## config.mk

```make
export PLATFORM = sky130hd
export DESIGN_NAME = address_cache_learn_with_aging_core_flat
export DESIGN_NICKNAME = d
export VERILOG_FILES = /design/src/rtl/acl_pkg.sv /design/src/rtl/acl_req_if.sv /design/src/rtl/acl_rsp_if.sv /design/src/rtl/acl_cell.sv /design/src/rtl/address_cache_learn_with_aging_core.sv /design/src/flat_wrapper.sv
export SDC_FILE = /design/constraint.sdc
export NUM_CORES = 2
export LEC_CHECK = 0
export ABC_AREA = 1
export BUFFER_PORTS_ARGS = -buffer_cell sky130_fd_sc_hd__buf_2
export CORE_MARGIN = 10
export CORE_UTILIZATION = 52
export DETAILED_ROUTE_END_ITERATION = 10
export PLACE_DENSITY = 0.73
export SLEW_MARGIN = 20
export SYNTH_ARGS = -nofsm -noshare
export SYNTH_HDL_FRONTEND = slang
export SYNTH_HIERARCHICAL = 1
export SYNTH_SLANG_ARGS = --single-unit
export TNS_END_PERCENT = 20
```

## constraint.sdc

```tcl
create_clock -name clk_i -period 5.94 [get_ports clk_i]
set_input_delay 0 -clock clk_i [delete_from_list [all_inputs] [get_ports clk_i]]
set_output_delay 0 -clock clk_i [all_outputs]
set_load 0.005 [all_outputs]
```

## src/rtl/acl_pkg.sv

```systemverilog
// Shared constants, codes and types of the address cache learn block.
package acl_pkg;

  // Table geometry and field widths.
  localparam int unsigned ENTRIES   = 16;
  localparam int unsigned MAC_BITS  = 48;
  localparam int unsigned NODE_W    = 8;
  localparam int unsigned PORT_W    = 8;
  localparam int unsigned TIME_W    = 32;
  localparam int unsigned TTL_W     = 32;
  localparam int unsigned STATUS_W  = 2;
  localparam int unsigned INDEX_W   = 4;
  localparam int unsigned SLOT_W    = (ENTRIES > 1) ? $clog2(ENTRIES) : 1;

  localparam logic [TTL_W-1:0] TTL_RESET = TTL_W'(300);

  // Result codes.
  typedef enum logic [STATUS_W-1:0] {
    STATUS_FOUND   = 2'd0,
    STATUS_WRITTEN = 2'd1,
    STATUS_FULL    = 2'd2
  } status_e;

  // Scan token handed from cell to cell.
  typedef struct packed {
    logic              valid;
    logic              found;
    logic              have_free;
    logic [SLOT_W-1:0] slot;
  } scan_tok_t;

  // Write command broadcast to all cells at the end of a scan.
  typedef struct packed {
    logic              en;
    logic [SLOT_W-1:0] slot;
  } wr_ctl_t;

endpackage

```

## src/rtl/acl_req_if.sv

```systemverilog
// Learn request channel: valid, ready and the request fields.
interface acl_req_if;
  logic                          valid;
  logic                          ready;
  logic [acl_pkg::NODE_W-1:0]    node_address;
  logic [acl_pkg::MAC_BITS-1:0]  mac_address;
  logic [acl_pkg::PORT_W-1:0]    port_id;
  logic [acl_pkg::TIME_W-1:0]    current_time;

  modport source (output valid, node_address, mac_address, port_id, current_time,
                  input ready);
  modport sink (input valid, node_address, mac_address, port_id, current_time,
                output ready);
endinterface

```

## src/rtl/acl_rsp_if.sv

```systemverilog
// Learn result channel: valid, ready and the result fields.
interface acl_rsp_if;
  logic                          valid;
  logic                          ready;
  logic [acl_pkg::STATUS_W-1:0]  status;
  logic [acl_pkg::INDEX_W-1:0]   entry_index;

  modport source (output valid, status, entry_index, input ready);
  modport sink (input valid, status, entry_index, output ready);
endinterface

```

## src/rtl/acl_cell.sv

```systemverilog
// One table entry with its age check and node compare; passes the scan token on.
module acl_cell (
  input  logic                          clk_i,
  input  logic                          rst_ni,
  input  logic [acl_pkg::SLOT_W-1:0]    cell_idx_i,
  input  logic [acl_pkg::TTL_W-1:0]     ttl_i,
  input  logic [acl_pkg::NODE_W-1:0]    node_i,
  input  logic [acl_pkg::MAC_BITS-1:0]  mac_i,
  input  logic [acl_pkg::PORT_W-1:0]    port_i,
  input  logic [acl_pkg::TIME_W-1:0]    time_i,
  input  acl_pkg::wr_ctl_t              wr_i,
  input  acl_pkg::scan_tok_t            tok_i,
  output acl_pkg::scan_tok_t            tok_o
);

  logic [acl_pkg::NODE_W-1:0]   node_q;
  logic [acl_pkg::MAC_BITS-1:0] mac_q;
  logic [acl_pkg::PORT_W-1:0]   port_q;
  logic [acl_pkg::TIME_W-1:0]   stamp_q;
  acl_pkg::scan_tok_t           tok_q, tok_d;

  logic [acl_pkg::TIME_W-1:0]   age;
  logic                         expired;
  logic                         active;
  logic                         wr_hit;
  logic                         clr_hit;

  // Age check; the difference wraps and is compared unsigned.
  assign age     = time_i - stamp_q;
  assign expired = (age > ttl_i);
  assign active  = tok_i.valid && !tok_i.found;
  assign wr_hit  = wr_i.en && (wr_i.slot == cell_idx_i);
  assign clr_hit = active && expired && (stamp_q == '0);

  // Update the token: first expired entry becomes the free slot, a live match ends the scan.
  always_comb begin
    tok_d = tok_i;
    if (active) begin
      if (expired) begin
        if (!tok_i.have_free) begin
          tok_d.have_free = 1'b1;
          tok_d.slot      = cell_idx_i;
        end
      end else if (node_q == node_i) begin
        tok_d.found = 1'b1;
        tok_d.slot  = cell_idx_i;
      end
    end
  end

  // Entry storage; an expired entry that was never stamped is wiped as it is scanned.
  always_ff @(posedge clk_i or negedge rst_ni) begin
    if (!rst_ni) begin
      node_q  <= '0;
      mac_q   <= '0;
      port_q  <= '0;
      stamp_q <= '0;
    end else if (wr_hit) begin
      node_q  <= node_i;
      mac_q   <= mac_i;
      port_q  <= port_i;
      stamp_q <= time_i;
    end else if (clr_hit) begin
      node_q  <= '0;
      mac_q   <= '0;
      port_q  <= '0;
    end
  end

  // Token register toward the next cell.
  always_ff @(posedge clk_i or negedge rst_ni) begin
    if (!rst_ni) begin
      tok_q <= '0;
    end else begin
      tok_q <= tok_d;
    end
  end

  assign tok_o = tok_q;

endmodule

```

## src/rtl/address_cache_learn_with_aging_core.sv

```systemverilog
// Top level of the address cache learn block with entry aging.
//
//   channel  direction  handshake      payload
//   req_i    in         valid/ready    node_address, mac_address, port_id, current_time
//   rsp_o    out        valid/ready    status, entry_index
//   cfg      in         cfg_we_i       cfg_wdata_i (ttl_seconds)
//
// A request runs through the row of ENTRIES cells, one cell per cycle, and the
// result is registered from the token that leaves the last cell, together with
// the write of a new entry. One request is in flight at a time; the next one is
// taken only after its predecessor's token has left the last cell. While the
// sink stalls, one further result is parked in a spare register, and the input
// also stalls while it is full.
// Reset clears all entries at once and loads the TTL with 300.
module address_cache_learn_with_aging_core (
  input  logic                        clk_i,
  input  logic                        rst_ni,
  input  logic                        cfg_we_i,
  input  logic [acl_pkg::TTL_W-1:0]   cfg_wdata_i,
  acl_req_if.sink                     req_i,
  acl_rsp_if.source                   rsp_o
);

  logic [acl_pkg::TTL_W-1:0]    ttl_q;
  logic                         busy_q;
  logic                         start_q;
  logic                         out_valid_q;
  acl_pkg::status_e             status_q;
  logic [acl_pkg::INDEX_W-1:0]  index_q;
  logic                         spare_valid_q;
  acl_pkg::status_e             spare_status_q;
  logic [acl_pkg::INDEX_W-1:0]  spare_index_q;

  logic [acl_pkg::NODE_W-1:0]   node_q;
  logic [acl_pkg::MAC_BITS-1:0] mac_q;
  logic [acl_pkg::PORT_W-1:0]   port_q;
  logic [acl_pkg::TIME_W-1:0]   time_q;

  acl_pkg::scan_tok_t           tok [acl_pkg::ENTRIES+1];
  acl_pkg::scan_tok_t           last_tok;
  acl_pkg::wr_ctl_t             wr;
  logic                         accept;
  logic                         rsp_take;
  acl_pkg::status_e             res_status;
  logic [acl_pkg::INDEX_W-1:0]  res_index;

  // Handshake on the request side.
  assign req_i.ready = !busy_q && !spare_valid_q;
  assign accept      = req_i.valid && req_i.ready;
  assign rsp_take    = out_valid_q && rsp_o.ready;

  // TTL register.
  always_ff @(posedge clk_i or negedge rst_ni) begin
    if (!rst_ni) begin
      ttl_q <= acl_pkg::TTL_RESET;
    end else if (cfg_we_i) begin
      ttl_q <= cfg_wdata_i;
    end
  end

  // Request fields held for the whole scan.
  always_ff @(posedge clk_i) begin
    if (accept) begin
      node_q <= req_i.node_address;
      mac_q  <= req_i.mac_address;
      port_q <= req_i.port_id;
      time_q <= req_i.current_time;
    end
  end

  // Token entering the first cell.
  always_comb begin
    tok[0]           = '0;
    tok[0].valid     = start_q;
  end

  // Row of entry cells.
  for (genvar k = 0; k < acl_pkg::ENTRIES; k++) begin : g_cell
    acl_cell u_cell (
      .clk_i      (clk_i),
      .rst_ni     (rst_ni),
      .cell_idx_i (acl_pkg::SLOT_W'(k)),
      .ttl_i      (ttl_q),
      .node_i     (node_q),
      .mac_i      (mac_q),
      .port_i     (port_q),
      .time_i     (time_q),
      .wr_i       (wr),
      .tok_i      (tok[k]),
      .tok_o      (tok[k+1])
    );
  end

  // Write the request into the free slot when the scan found no live match.
  assign last_tok = tok[acl_pkg::ENTRIES];
  assign wr.en    = last_tok.valid && !last_tok.found && last_tok.have_free;
  assign wr.slot  = last_tok.slot;

  // Result of the scan that leaves the last cell.
  always_comb begin
    if (last_tok.found) begin
      res_status = acl_pkg::STATUS_FOUND;
      res_index  = acl_pkg::INDEX_W'(last_tok.slot);
    end else if (last_tok.have_free) begin
      res_status = acl_pkg::STATUS_WRITTEN;
      res_index  = acl_pkg::INDEX_W'(last_tok.slot);
    end else begin
      res_status = acl_pkg::STATUS_FULL;
      res_index  = '0;
    end
  end

  // Control, result register and the spare result register behind it.
  always_ff @(posedge clk_i or negedge rst_ni) begin
    if (!rst_ni) begin
      busy_q         <= 1'b0;
      start_q        <= 1'b0;
      out_valid_q    <= 1'b0;
      status_q       <= acl_pkg::STATUS_FOUND;
      index_q        <= '0;
      spare_valid_q  <= 1'b0;
      spare_status_q <= acl_pkg::STATUS_FOUND;
      spare_index_q  <= '0;
    end else begin
      start_q <= accept;
      if (accept) begin
        busy_q <= 1'b1;
      end
      if (last_tok.valid) begin
        busy_q <= 1'b0;
        if (!out_valid_q || rsp_take) begin
          out_valid_q <= 1'b1;
          status_q    <= res_status;
          index_q     <= res_index;
        end else begin
          spare_valid_q  <= 1'b1;
          spare_status_q <= res_status;
          spare_index_q  <= res_index;
        end
      end else if (rsp_take) begin
        if (spare_valid_q) begin
          status_q      <= spare_status_q;
          index_q       <= spare_index_q;
          spare_valid_q <= 1'b0;
        end else begin
          out_valid_q <= 1'b0;
        end
      end
    end
  end

  assign rsp_o.valid       = out_valid_q;
  assign rsp_o.status      = status_q;
  assign rsp_o.entry_index = index_q;

endmodule

```

## src/flat_wrapper.sv

```systemverilog
// flat-port wrapper written by rule: the top's interface ports become plain ports
module address_cache_learn_with_aging_core_flat 
  (clk_i, rst_ni, cfg_we_i, cfg_wdata_i, req_i_valid, req_i_node_address, req_i_mac_address, req_i_port_id, req_i_current_time, req_i_ready, rsp_o_valid, rsp_o_status, rsp_o_entry_index, rsp_o_ready);
  acl_req_if req_i_i ();
  acl_rsp_if rsp_o_i ();
  input  logic clk_i;
  input  logic rst_ni;
  input  logic cfg_we_i;
  input  logic [acl_pkg::TTL_W-1:0] cfg_wdata_i;
  input wire logic [$bits(req_i_i.valid)-1:0] req_i_valid;
  input wire logic [$bits(req_i_i.node_address)-1:0] req_i_node_address;
  input wire logic [$bits(req_i_i.mac_address)-1:0] req_i_mac_address;
  input wire logic [$bits(req_i_i.port_id)-1:0] req_i_port_id;
  input wire logic [$bits(req_i_i.current_time)-1:0] req_i_current_time;
  output wire logic [$bits(req_i_i.ready)-1:0] req_i_ready;
  output wire logic [$bits(rsp_o_i.valid)-1:0] rsp_o_valid;
  output wire logic [$bits(rsp_o_i.status)-1:0] rsp_o_status;
  output wire logic [$bits(rsp_o_i.entry_index)-1:0] rsp_o_entry_index;
  input wire logic [$bits(rsp_o_i.ready)-1:0] rsp_o_ready;
  assign req_i_i.valid = req_i_valid;
  assign req_i_i.node_address = req_i_node_address;
  assign req_i_i.mac_address = req_i_mac_address;
  assign req_i_i.port_id = req_i_port_id;
  assign req_i_i.current_time = req_i_current_time;
  assign req_i_ready = req_i_i.ready;
  assign rsp_o_valid = rsp_o_i.valid;
  assign rsp_o_status = rsp_o_i.status;
  assign rsp_o_entry_index = rsp_o_i.entry_index;
  assign rsp_o_i.ready = rsp_o_ready;
  address_cache_learn_with_aging_core u_core (.clk_i(clk_i), .rst_ni(rst_ni), .cfg_we_i(cfg_we_i), .cfg_wdata_i(cfg_wdata_i), .req_i(req_i_i), .rsp_o(rsp_o_i));
endmodule
```

==> flow_results.org <==
** Logic synthesis
- Average cell area after synthesis :: 6.90 µm²
- Mapped Cells :: 11.7k
- The synthesized netlist occupies a cell area of 81000 µm².
- Synth Warn # :: 6

** Place
- Place WS :: ~1200 ps
- Detailed placement finished with a half-perimeter wire length of 214000 µm.
- Count of input and output buffers :: 84
- At the end of routability-driven placement, the weighted congestion stood at roughly 1.

** Setup path
- Worst Path Required :: 6550 ps
- Critical Path Source Type :: flop
- Measured in cells, the most critical reg-to-reg path has a length of 21.
- Launching point of the worst reg2reg path :: u_core/time_q[10]
- Terminus of the critical flop-to-flop path :: u_core/g_cell[6].u_cell/node_q[4]
- The critical path is of the flop to flop type.
- Setup crit end kind :: flop
- Reg-to-reg slack, setup :: 1050 ps
- Critical path peak fanout :: 11
- Critical path arrival :: 5500 ps

** Routing
- For this run, design rule violations remaining after detail routing come to 0.
- Avg Vias per Cell :: 5.62
- Number of DRC markers in iteration 0 :: 7386
- Dividing the detail-routed wire length by the instance count gives 20.8 µm.
- Once detail routing completed, the nets flagged for antenna violations numbered 0.
- Wires add up to about 300000 µm.
- The first detailed-routing pass ran for 8 iterations.
- Vias after detailed routing :: 81.1k

** Clock tree
- Number of cells upsized or downsized after cts :: 0
- Maximum buffer depth of the clock tree :: 3
- Clock-pin slew was measured on the worst setup and hold paths at 60 ps.
- The tree is rooted in a clkbuf_16.
- Buffers inserted during clock tree synthesis total 99.
- CTS tree :: done
- The later pin in the worst-skew pair is clocked with a latency of 760 ps.
- Number of levels in the clock H-tree :: 3
- Clk sinks :: 840

** STA
- Final-report setup violation count :: 0
- For the pin with the worst max-slew slack, the measured transition is between 1000 and 1500 ps.
- Worst-case headroom to the max-slew limit :: 14.6%
- Setup repair after global routing left no endpoint under its margin.
- The routed design could run at a clock period as short as 4890 ps.
- Between clock sinks in the finished design, the worst skew comes to 53.2 ps.
- Final worst-path cycle share :: 82.3%
- Total negative slack :: 0 ps
- Post-route setup slack :: around 1000 ps
- Number of hold violations in the final report :: 0
- Count of pins over their slew limit :: 0
- Maximum clock frequency :: slightly above 200 MHz

** Floorplanning
- Once the floorplan was initialized, standard cells occupied a little over half of the core.
- Die Height :: 415 µm
- Row generation in the floorplan step produced 144 rows.
- Measured along the x axis, the die boundary spans roughly 410 µm.
- The total area inside the core boundary comes to 154000 µm².
- I/O pin count :: around 140
- Total Die Area :: about 170000 µm²

** Worst hold path
- In this run the worst hold path is classified as input pin to async pin.

** Flow run
- The tool flagged a number of max-cap violations equal to 0.

** Global route
- Global routing used 33.7% of the available tracks.
- First-pass GRT wire length :: 452000 µm
- The initial antenna violation count came to 8.
- Entering global routing, the biggest net connects 158 pins.
- The number of global-route vias before repair came to 77.6k.
- Total congestion overflow after global routing :: 0

** Pwr
- Dividing total power by cell area gives a power density of 465 nW/µm².
- Leakage Power :: 49.3 nW
- Across the VDD grid, the largest voltage drop is ~0.00029 V.

** Finish
- Area added between synthesis and finish :: 12.2%
- In the final layout, the share of cells above drive strength 1 is ~6.0%.
- For this run, the post-layout net count is 13.5k.

** Run status
- Run status :: finished, final reports clean
==> metal layers <==
layer	up-vias	GRT usage, %	wire length (µm)
met1	37900	41.2	120000
met4	10	23.8	24800
met3	901	5.76	25100
met2	3060	53.7	131000
met5	-	0	65
li1	39200	-	-
==> area by class of cell <==
type,instances,area (µm²)
Antenna cell,5,12.5
Clock buffer,123,2720
Clock inverter,60,856
Fill cell,14400,63600
Inverter,1884,7080
Multi-Input combinational cell,9087,52800
Sequential cell,840,21200
Tap cell,2044,2560
Timing Repair Buffer,389,3580
==> stage by stage <==
step / power, mW / cells / hold slack, ps / utilization (%) / cell area (µm²)
CTS: 41.8 / 14400 / 6.05 / 58.8 / 90800
finish: 42.2 / 14400 / 44.3 / 58.8 / 90800
detailed placement: 34.8 / 14100 / 39.5 / 55.5 / 85600
floorplan: 27.4 / 12000 / -296 / - / 81800
global placement: 33.9 / 14100 / 40.0 / 55.4 / 85600
global route: 46.0 / 14400 / 70.9 / 58.8 / 90800
==> worst max path at each step <==
stage / startpoint / depth (start not counted) / to
2_1_floorplan: u_core/time_q[1] / 24 / u_core/g_cell[5].u_cell/tok_o[0]
3_3_place_gp: u_core/time_q[6] / 20 / u_core/g_cell[11].u_cell/node_q[6]
3_5_place_dp: u_core/time_q[1] / 21 / u_core/g_cell[11].u_cell/node_q[3]
4_1_cts: u_core/time_q[1] / 22 / u_core/g_cell[12].u_cell/tok_o[3]
5_1_grt: u_core/time_q[1] / 22 / u_core/g_cell[12].u_cell/tok_o[0]
6_report: u_core/time_q[10] / 21 / u_core/g_cell[6].u_cell/node_q[4]
==> report_power, final <==
part           internal (mW)  total (mW)  switching (mW)
Sequential              7.42        8.84            1.43
Clock                   3.98        6.75            2.78
Combinational           9.49        26.6            17.1
==> worst max-delay path, stage by stage (launching register included) <==
cell,delay [ps]
edfxtp_1,1090
buf_4,480
ha_1,300
nand2_1,160
nor2_1,230
inv_1,80
o21ai_2,260
nand2_1,100
nand2_2,100
nand2_1,80
nand3_1,70
nand2_1,110
ha_1,330
nand2_2,80
nor2_4,140
nand3b_4,90
nor3b_4,330
nand2_2,120
nand2_4,120
nand4_4,180
nand3_1,160
nand2_1,120
==> sequential cells by signal (all words and copies together) (netlist names), 4 cells and up <==
name	count
u_core/g_cell.u_cell/stamp_q	512
u_core/g_cell.u_cell/tok_o	112
u_core/rsp_o.entry_index	4
u_core/ttl_q	32
u_core/g_cell.u_cell/node_q	128
u_core/time_q	32
u_core/node_q	8
u_core/spare_index_q	4
==> cells in the final DEF (no fill, tap or decap), types with 25 or more instances in the layout <==
| master | count |
|---|---|
| conb_1 | 238 |
| ha_1 | 1008 |
| nor3_1 | 106 |
| nand2_2 | 71 |
| buf_4 | 111 |
| nor2_2 | 25 |
| dlygate4sd3_1 | 156 |
| a21oi_1 | 825 |
| o21bai_1 | 39 |
| buf_2 | 83 |
| inv_2 | 25 |
| o21ai_2 | 34 |
| nor2_1 | 846 |
| buf_12 | 34 |
| mux2_4 | 30 |
| nand3_1 | 586 |
| nand4_1 | 207 |
| clkbuf_16 | 99 |
| inv_1 | 1852 |
| a31oi_1 | 43 |
| nand2_1 | 3002 |
| xor2_1 | 363 |
| o21a_1 | 44 |
| xnor2_1 | 208 |
| dfrtp_1 | 784 |
| edfxtp_1 | 40 |
| a21o_1 | 104 |
| nor4_1 | 89 |
| o21ai_1 | 70 |
| o21ai_0 | 944 |
| a21oi_2 | 40 |
==> what timing repair did <==
item                                    in CTS  in global routing
endpoints found under the hold margin      525                  0
endpoints found under the setup margin       0                  0
setup buffers                                0                  0
hold buffers                               157                  0
Note: power is estimated with default switching activity, not from simulation.
